File: src/rtl/rlb_pkg.sv
// Shared types, constants and register codes of the RGBW line blur block.
package rlb_pkg;

    localparam int CHAN_W        = 8;
    localparam int NUM_CHAN      = 4;
    localparam int PIX_W         = CHAN_W * NUM_CHAN;
    localparam int CFG_IDX_W     = 1;
    localparam int CFG_DATA_W    = 8;
    localparam int FIFO_DEPTH_DEF = 4;

    // Register indexes of the configuration port
    typedef enum logic [CFG_IDX_W-1:0] {
        CFG_BLUR_AMOUNT = 1'b0,
        CFG_SMEAR_MODE  = 1'b1
    } cfg_index_t;

    // One result item as it sits in the output queue
    typedef struct packed {
        logic [PIX_W-1:0] pixel;
        logic             last;
    } result_t;

    // Products of the per-pixel math
    typedef struct packed {
        logic [PIX_W-1:0] mid;   // previous pixel completed with this one's seep part
        logic [PIX_W-1:0] cur;   // kept part of this pixel plus its left spill
        logic [PIX_W-1:0] part;  // seep part of this pixel
    } math_t;

endpackage

File: src/rtl/rlb_if.sv
// Handshake interfaces of the RGBW line blur block: pixels, results, configuration.
interface rlb_pix_if
    import rlb_pkg::*;
();
    logic             valid;
    logic             ready;
    logic [PIX_W-1:0] pixel_in;
    logic             line_end;

    modport source (output valid, output pixel_in, output line_end, input ready);
    modport sink   (input valid, input pixel_in, input line_end, output ready);
endinterface

interface rlb_res_if
    import rlb_pkg::*;
();
    logic             valid;
    logic             ready;
    logic [PIX_W-1:0] pixel_out;
    logic             line_last;

    modport source (output valid, output pixel_out, output line_last, input ready);
    modport sink   (input valid, input pixel_out, input line_last, output ready);
endinterface

interface rlb_cfg_if
    import rlb_pkg::*;
();
    logic                  valid;
    logic                  ready;
    logic [CFG_IDX_W-1:0]  reg_index;
    logic [CFG_DATA_W-1:0] wdata;

    modport source (output valid, output reg_index, output wdata, input ready);
    modport sink   (input valid, input reg_index, input wdata, output ready);
endinterface

File: src/rtl/rlb_pixel_math.sv
// Per-pixel scaling by keep and seep factors and saturating spill adds.
module rlb_pixel_math
    import rlb_pkg::*;
(
    input  logic [PIX_W-1:0]  pixel,
    input  logic [CHAN_W-1:0] keep,
    input  logic [CHAN_W-1:0] seep,
    input  logic [PIX_W-1:0]  held,
    input  logic [PIX_W-1:0]  spill,
    output math_t             res
);

    // channel * (factor + 1) >> 8; factor 255 passes, factor 0 gives black
    function automatic logic [CHAN_W-1:0] scale_chan(input logic [CHAN_W-1:0] ch,
                                                     input logic [CHAN_W-1:0] factor);
        logic [2*CHAN_W:0] prod;
        prod = {{(CHAN_W+1){1'b0}}, ch} * ({{(CHAN_W+1){1'b0}}, factor} + (2*CHAN_W+1)'(1));
        return prod[2*CHAN_W-1:CHAN_W];
    endfunction

    function automatic logic [CHAN_W-1:0] sat_chan(input logic [CHAN_W-1:0] a,
                                                   input logic [CHAN_W-1:0] b);
        logic [CHAN_W:0] s;
        s = {1'b0, a} + {1'b0, b};
        return s[CHAN_W] ? {CHAN_W{1'b1}} : s[CHAN_W-1:0];
    endfunction

    logic [PIX_W-1:0] kept;
    logic [PIX_W-1:0] part;
    logic [PIX_W-1:0] cur;
    logic [PIX_W-1:0] mid;

    // four independent channel lanes
    always_comb
    begin
        for (int c = 0; c < NUM_CHAN; c++)
        begin
            kept[c*CHAN_W +: CHAN_W] = scale_chan(pixel[c*CHAN_W +: CHAN_W], keep);
            part[c*CHAN_W +: CHAN_W] = scale_chan(pixel[c*CHAN_W +: CHAN_W], seep);
        end
        for (int c = 0; c < NUM_CHAN; c++)
        begin
            cur[c*CHAN_W +: CHAN_W] = sat_chan(kept[c*CHAN_W +: CHAN_W],
                                               spill[c*CHAN_W +: CHAN_W]);
            mid[c*CHAN_W +: CHAN_W] = sat_chan(held[c*CHAN_W +: CHAN_W],
                                               part[c*CHAN_W +: CHAN_W]);
        end
    end

    assign res.mid  = mid;
    assign res.cur  = cur;
    assign res.part = part;

endmodule

File: src/rtl/rlb_out_fifo.sv
// Result queue: takes up to two items a cycle, gives one a cycle while the reader is ready.
module rlb_out_fifo
    import rlb_pkg::*;
#(
    parameter int DEPTH = FIFO_DEPTH_DEF
)
(
    input  logic       clk,
    input  logic       rst_n,
    input  logic [1:0] push_n,
    input  result_t    push0,
    input  result_t    push1,
    output logic       space2,
    rlb_res_if.source  res
);

    localparam int PTR_W = (DEPTH > 1) ? $clog2(DEPTH) : 1;
    localparam int CNT_W = $clog2(DEPTH + 1);

    function automatic logic [PTR_W-1:0] ptr_inc(input logic [PTR_W-1:0] p);
        return (p == PTR_W'(DEPTH - 1)) ? '0 : p + PTR_W'(1);
    endfunction

    result_t            mem_reg [DEPTH];
    logic [PTR_W-1:0]   wr_reg;
    logic [PTR_W-1:0]   wr_next;
    logic [PTR_W-1:0]   rd_reg;
    logic [PTR_W-1:0]   rd_next;
    logic [CNT_W-1:0]   count_reg;
    logic [CNT_W-1:0]   count_next;
    logic               pop;

    assign pop    = res.valid & res.ready;
    assign space2 = (count_reg <= CNT_W'(DEPTH - 2));

    // pointer and fill count
    always_comb
    begin
        unique case (push_n)
            2'd0:    wr_next = wr_reg;
            2'd1:    wr_next = ptr_inc(wr_reg);
            default: wr_next = ptr_inc(ptr_inc(wr_reg));
        endcase
        rd_next    = pop ? ptr_inc(rd_reg) : rd_reg;
        count_next = count_reg + CNT_W'(push_n) - CNT_W'(pop);
    end

    always_ff @(posedge clk or negedge rst_n)
    begin
        if (!rst_n)
        begin
            wr_reg    <= '0;
            rd_reg    <= '0;
            count_reg <= '0;
        end
        else
        begin
            wr_reg    <= wr_next;
            rd_reg    <= rd_next;
            count_reg <= count_next;
        end
    end

    // storage
    always_ff @(posedge clk)
    begin
        if (push_n != 2'd0)
            mem_reg[wr_reg] <= push0;
        if (push_n == 2'd2)
            mem_reg[ptr_inc(wr_reg)] <= push1;
    end

    assign res.valid     = (count_reg != '0);
    assign res.pixel_out = mem_reg[rd_reg].pixel;
    assign res.line_last = mem_reg[rd_reg].last;

endmodule

File: src/rtl/rgbw_line_blur_unit.sv
// Top level of the RGBW line blur: input register, pixel math, line state, result queue.
//
// Three-tap blur over one line of packed WRGB pixels (W 31..24, R 23..16, G 15..8,
// B 7..0). Unless stalled, the block takes one pixel per clock into an input register;
// from there the pixel is scaled, combined with its neighbours' spill and written into
// a result queue (FIFO_DEPTH items, default 4). The result for a pixel appears when
// the following pixel of the line arrives; at line_end the last pixel is flushed as
// well, with line_last set, so a line of N pixels gives N results. Results leave the
// queue one per clock while the reader is ready. The input side stalls only while the
// queue holds fewer than two free entries. Configuration writes are always taken and
// should be made between lines while no results are pending.
module rgbw_line_blur_unit
    import rlb_pkg::*;
#(
    parameter int FIFO_DEPTH = FIFO_DEPTH_DEF
)
(
    input  logic      clk,
    input  logic      rst_n,
    rlb_cfg_if.sink   cfg,
    rlb_pix_if.sink   pixels,
    rlb_res_if.source results
);

    logic [CHAN_W-1:0] blur_amount_reg;
    logic              smear_mode_reg;

    logic              s1_valid_reg;
    logic [PIX_W-1:0]  s1_pix_reg;
    logic              s1_last_reg;

    logic [PIX_W-1:0]  held_new_reg;
    logic [PIX_W-1:0]  held_new_next;
    logic [PIX_W-1:0]  spill_carry_reg;
    logic [PIX_W-1:0]  spill_carry_next;
    logic              at_line_start_reg;
    logic              at_line_start_next;

    logic [CHAN_W-1:0] keep;
    logic [CHAN_W-1:0] seep;
    math_t             math;
    logic              space2;
    logic              fire;
    logic [1:0]        push_n;
    result_t           push0;
    result_t           push1;

    // configuration registers
    assign cfg.ready = 1'b1;

    always_ff @(posedge clk or negedge rst_n)
    begin
        if (!rst_n)
        begin
            blur_amount_reg <= '0;
            smear_mode_reg  <= 1'b0;
        end
        else if (cfg.valid)
        begin
            unique case (cfg_index_t'(cfg.reg_index))
                CFG_BLUR_AMOUNT: blur_amount_reg <= cfg.wdata;
                CFG_SMEAR_MODE:  smear_mode_reg  <= cfg.wdata[0];
            endcase
        end
    end

    // input register
    assign fire         = s1_valid_reg & space2;
    assign pixels.ready = ~s1_valid_reg | fire;

    always_ff @(posedge clk or negedge rst_n)
    begin
        if (!rst_n)
            s1_valid_reg <= 1'b0;
        else if (pixels.ready)
            s1_valid_reg <= pixels.valid;
    end

    always_ff @(posedge clk)
    begin
        if (pixels.valid && pixels.ready)
        begin
            s1_pix_reg  <= pixels.pixel_in;
            s1_last_reg <= pixels.line_end;
        end
    end

    // scale factors
    assign keep = smear_mode_reg ? {CHAN_W{1'b1}} : ~blur_amount_reg;
    assign seep = {1'b0, blur_amount_reg[CHAN_W-1:1]};

    rlb_pixel_math u_math (
        .pixel (s1_pix_reg),
        .keep  (keep),
        .seep  (seep),
        .held  (held_new_reg),
        .spill (spill_carry_reg),
        .res   (math)
    );

    // results of this pixel: completed left neighbour, then flush at line end
    always_comb
    begin
        push_n = 2'd0;
        if (fire)
            push_n = 2'({1'b0, ~at_line_start_reg} + {1'b0, s1_last_reg});
        push0.pixel = at_line_start_reg ? math.cur : math.mid;
        push0.last  = at_line_start_reg;
        push1.pixel = math.cur;
        push1.last  = 1'b1;
    end

    // line state
    always_comb
    begin
        held_new_next      = held_new_reg;
        spill_carry_next   = spill_carry_reg;
        at_line_start_next = at_line_start_reg;
        if (fire)
        begin
            if (s1_last_reg)
            begin
                held_new_next      = '0;
                spill_carry_next   = '0;
                at_line_start_next = 1'b1;
            end
            else
            begin
                held_new_next      = math.cur;
                spill_carry_next   = math.part;
                at_line_start_next = 1'b0;
            end
        end
    end

    always_ff @(posedge clk or negedge rst_n)
    begin
        if (!rst_n)
        begin
            held_new_reg      <= '0;
            spill_carry_reg   <= '0;
            at_line_start_reg <= 1'b1;
        end
        else
        begin
            held_new_reg      <= held_new_next;
            spill_carry_reg   <= spill_carry_next;
            at_line_start_reg <= at_line_start_next;
        end
    end

    rlb_out_fifo #(
        .DEPTH (FIFO_DEPTH)
    ) u_fifo (
        .clk    (clk),
        .rst_n  (rst_n),
        .push_n (push_n),
        .push0  (push0),
        .push1  (push1),
        .space2 (space2),
        .res    (results)
    );

    // a line start carries no spill and no held pixel
    a_start_clean: assert property (@(posedge clk) disable iff (!rst_n)
        at_line_start_reg |-> (spill_carry_reg == '0) && (held_new_reg == '0))
        else $error("line start with stale neighbour state");

    // a line-end pixel leaves the block at a line start
    a_end_restarts: assert property (@(posedge clk) disable iff (!rst_n)
        fire && s1_last_reg |=> at_line_start_reg)
        else $error("line end did not restart the line");

    // a pixel in mid-line pushes at least one result
    a_mid_pushes: assert property (@(posedge clk) disable iff (!rst_n)
        fire && !at_line_start_reg |-> push_n != 2'd0)
        else $error("mid-line pixel produced no result");

    // the input register is only refilled when its pixel has gone on
    a_no_overwrite: assert property (@(posedge clk) disable iff (!rst_n)
        s1_valid_reg && !space2 |=> s1_valid_reg && $stable(s1_pix_reg))
        else $error("stalled pixel was lost");

endmodule
File: src/flat_wrapper.sv
// flat-port wrapper written by rule: the top's interface ports become plain ports
module rgbw_line_blur_unit_flat import rlb_pkg::*;
#(
    parameter int FIFO_DEPTH = FIFO_DEPTH_DEF
)
  (clk, rst_n, cfg_valid, cfg_reg_index, cfg_wdata, cfg_ready, pixels_valid, pixels_pixel_in, pixels_line_end, pixels_ready, results_valid, results_pixel_out, results_line_last, results_ready);
  rlb_cfg_if cfg_i ();
  rlb_pix_if pixels_i ();
  rlb_res_if results_i ();
  input  logic clk;
  input  logic rst_n;
  input wire logic [$bits(cfg_i.valid)-1:0] cfg_valid;
  input wire logic [$bits(cfg_i.reg_index)-1:0] cfg_reg_index;
  input wire logic [$bits(cfg_i.wdata)-1:0] cfg_wdata;
  output wire logic [$bits(cfg_i.ready)-1:0] cfg_ready;
  input wire logic [$bits(pixels_i.valid)-1:0] pixels_valid;
  input wire logic [$bits(pixels_i.pixel_in)-1:0] pixels_pixel_in;
  input wire logic [$bits(pixels_i.line_end)-1:0] pixels_line_end;
  output wire logic [$bits(pixels_i.ready)-1:0] pixels_ready;
  output wire logic [$bits(results_i.valid)-1:0] results_valid;
  output wire logic [$bits(results_i.pixel_out)-1:0] results_pixel_out;
  output wire logic [$bits(results_i.line_last)-1:0] results_line_last;
  input wire logic [$bits(results_i.ready)-1:0] results_ready;
  assign cfg_i.valid = cfg_valid;
  assign cfg_i.reg_index = cfg_reg_index;
  assign cfg_i.wdata = cfg_wdata;
  assign cfg_ready = cfg_i.ready;
  assign pixels_i.valid = pixels_valid;
  assign pixels_i.pixel_in = pixels_pixel_in;
  assign pixels_i.line_end = pixels_line_end;
  assign pixels_ready = pixels_i.ready;
  assign results_valid = results_i.valid;
  assign results_pixel_out = results_i.pixel_out;
  assign results_line_last = results_i.line_last;
  assign results_i.ready = results_ready;
  rgbw_line_blur_unit #(.FIFO_DEPTH(FIFO_DEPTH)) u_core (.clk(clk), .rst_n(rst_n), .cfg(cfg_i), .pixels(pixels_i), .results(results_i));
endmodule
File: config.mk
export PLATFORM = sky130hd
export DESIGN_NAME = rgbw_line_blur_unit_flat
export DESIGN_NICKNAME = d
export VERILOG_FILES = /design/src/rtl/rlb_pkg.sv /design/src/rtl/rlb_if.sv /design/src/rtl/rlb_pixel_math.sv /design/src/rtl/rlb_out_fifo.sv /design/src/rtl/rgbw_line_blur_unit.sv /design/src/flat_wrapper.sv
export SDC_FILE = /design/constraint.sdc
export NUM_CORES = 1
export LEC_CHECK = 0
export BUFFER_PORTS_ARGS = -buffer_cell sky130_fd_sc_hd__clkbuf_2
export CAP_MARGIN = 25
export CORE_MARGIN = 2
export CORE_UTILIZATION = 55
export CTS_CLUSTER_SIZE = 10
export DETAILED_ROUTE_END_ITERATION = 10
export PLACE_DENSITY = 0.72
export SLEW_MARGIN = 10
export SYNTH_ARGS = -nofsm -noshare
export SYNTH_HDL_FRONTEND = slang
export SYNTH_SLANG_ARGS = --single-unit
File: constraint.sdc
create_clock -name clk -period 9.7 [get_ports clk]
set_input_delay 0.485 -clock clk [delete_from_list [all_inputs] [get_ports clk]]
set_output_delay 0.485 -clock clk [all_outputs]
set_load 0.02 [all_outputs]
==> impl_metrics.csv <==
group,metric,value,unit
outcome,outcome,"finished, final reports clean",
setup_path,rrSetupSlack,1.31,ns
setup_path,worstPathRequired,10.08,ns
clock_tree,clk_latency,0.58,ns
setup_path,cpPeakStageDelay,0.59,ns
setup_path,critical_path_arrival,8.77,ns
timing,tightest_slew,1.058,ns
route,first_iter_violations,1749,
global_route,grt_usage,27.50,%
floorplanning,rows,85,
placement,port_buffers,81,
finish,areaGrowthSynthToFinish,6.750,%
synthesis,avgSynthCellArea,9.815,µm²
floorplanning,core_area,0.05371,mm²
floorplanning,die_area,0.05600,mm²
flow_run,cap_viol_max_count,0,
synthesis,ys_warn_count,0,
setup_path,crit_type,"flop to flop",
floorplanning,ioPinCount,83,
clock_tree,clkTransAtPathRegs,0.06,ns
route,wl_per_cell,20.17,µm
clock_tree,root_buffer,"clkbuf_16",
placement,place.gp.congestion,0.8885,
timing,setup_viol,0,
timing,fmax,0.1192,GHz
route,vias,22460,
route,wirelength,75850,µm
global_route,global_route.overflow_total,0,
floorplanning,start_util,55.43,%
worst_hold_path,holdCritStartpoint,"pixels_pixel_in[23]",
clock_tree,clock-sinks,247,
synthesis,synth-seq-cells,247,
global_route,grt_max_degree,69,
setup_path,endpoint_kind,"flop",
synthesis,ys.flop_type,"edfxtp_1",
setup_path,startpoint,"u_core.smear_mode_reg",
route,ant_nets,0,
synthesis,ys_async_sr_fraction,33.20,%
finish,antenna_cells,0,
clock_tree,tritoncts,"done",
synthesis,synth_cell_types,89,
timing,drv_slew,0,
finish,nets,3734,
floorplanning,die_y,236.7,µm
synthesis,synth_area,0.02977,mm²
route,drcViolationCount,0,
clock_tree,htree_levels,1,
route,drt_pre_antenna_iters,6,
clock_tree,cts_buffers,30,
synthesis,syn_inst,3033,
timing,min_period_over_period,86.47,%
setup_path,path_common_cell,"o21ai_0",
finish,largest_reg_flops,132,
global_route,grt_pass1_wl,123100,µm
global_route,antenna_found_initial,0,
setup_path,worstReg2RegStart,"u_core.smear_mode_reg",
clock_tree,postCtsResizedCells,0,
setup_path,r2r_end,"u_core.u_fifo.mem_reg[1][4]",
global_route,grt_pass1_vias,23960,
timing,slew-limit-headroom,29.45,%
timing,clock_skew,0.01823,ns
timing,rsz0062_at_grt,"false",
timing,min_period,8.388,ns
worst_hold_path,holdCritPathClass,"primary input to flop",
synthesis,yosysSeqAreaShare,23.41,%
synthesis,synth_edf_count,161,
placement,place_hpwl,55650,µm
setup_path,worstRegToRegCells,30,
timing,finalSetupTns,0,ns
timing,finalHoldViolations,0,
setup_path,slowest_stage,"o31ai_1",
setup_path,endpoint,"u_core.u_fifo.mem_reg[1][4]",
clock_tree,clockBufferDepth,3,
floorplanning,fp.dieW,236.7,µm
route,viasPerCell,5.974,
setup_path,start_kind,"flop",
synthesis,syn_nets,3727,
finish,drive_above_1_share,8.094,%
setup_path,path_max_fanout,25,
## synthesized netlist by cell type, drive strengths merged, types with 34 or more instances
master,number,area (µm²)
a21o,40,307.8
fa,309,6186
a21oi,139,699.4
dfrtp,81,2027
o22ai,75,469.2
nand2,205,769.5
nor2,108,407.9
a22o,34,297.8
xnor2,79,699.4
clkbuf,120,455.4
and2,394,2465
edfxtp,161,4835
o21ai,93,465.4
ha,338,4229
inv,429,1610
## metal layers
metal | GRT usage, % | wire length (µm) | vias to the layer above
li1 | - | - | 10180
met1 | 34.98 | 29890 | 11250
met2 | 48.84 | 38620 | 867
met3 | 2.868 | 4727 | 174
met4 | 9.647 | 2613 | 0
met5 | 0 | 0 | -
## logic make-up after synthesis
logic type	Yosys count	share of synthesized area (%)
other	1	0.01260
AND/OR/NAND/NOR	859	15.46
flip-flops	247	23.41
adder cells (fa/ha/maj)	647	34.99
multiplexers	51	3.152
XOR/XNOR	109	3.232
buffers and inverters	572	7.363
AO/OA/AOI/OAI	547	12.39
## critical path: cells and delay by family (launching register included)
family / cells / cell delay (ns)
buffers and inverters: 6 / 0.85
AOI/OAI and AO/OA: 12 / 3.16
xor gates and xnor gates: 1 / 0.10
DFF: 1 / 0.52
adders and majority gates: 7 / 2.94
and+or+nand+nor: 4 / 0.61
## stage by stage
step | setup slack, ns | utilization (%) | std cells | cell area, µm² | hold WS (ns)
after global placement | 1.569 | 57.31 | 3700 | 30780 | 0.4279
after CTS | 1.264 | 59.12 | 3759 | 31750 | 0.04917
after detailed placement | 1.316 | 57.39 | 3702 | 30820 | 0.4458
final | 1.312 | 59.17 | 3760 | 31780 | 0.07336
after floorplan | 2.173 | - | 3033 | 29770 | 0.1894
after global routing | 0.6908 | 59.17 | 3760 | 31780 | 0.06943
## layout make-up
| type | count | area [µm²] |
|---|---|---|
| sequential | 247 | 6970 |
| multi-input combinational | 2214 | 20680 |
| tap | 696 | 870.8 |
| clock buffer | 54 | 902.1 |
| clock inverter | 2 | 15.01 |
| timing repair buffer | 117 | 728.2 |
| inverter | 430 | 1614 |
| fill | 4499 | 21930 |
## layout by cell type, fill, tap and decap left out, types with 11 or more instances in the layout
master / count
o21ai_0: 90
nand3_1: 23
a21oi_1: 138
o21a_1: 32
xnor2_1: 73
mux4_2: 33
and2_1: 389
dfrtp_1: 79
nand2b_1: 20
buf_4: 33
nor2_1: 103
a22o_1: 34
clkbuf_16: 31
ha_1: 338
o31ai_1: 15
clkbuf_1: 19
o22ai_1: 75
fa_1: 309
a21o_1: 39
xor2_1: 29
o211ai_1: 11
mux2_2: 12
nor2b_1: 32
a211oi_1: 11
o21bai_1: 13
inv_1: 425
clkbuf_2: 80
edfxtp_1: 161
nand2_1: 204
nor3_1: 21
## worst min-delay path by stage
stage | to | depth (start not counted)
after global placement | u_core.u_fifo.mem_reg[2][0] | 2
after detailed placement | u_core.held_new_reg[20] | 1
final | u_core.s1_pix_reg[23] | 1
after floorplan | u_core.blur_amount_reg[0] | 0
after CTS | u_core.s1_pix_reg[23] | 1
after global routing | u_core.s1_pix_reg[11] | 1
## what timing repair did
action | in CTS | in global routing
hold endpoints to repair | 27 | 0
buffers inserted | 0 | 0
hold buffers | 1 | 0
Power is not shown: default switching activity piles up to over one toggle a cycle in this logic, so the estimate is an artifact.
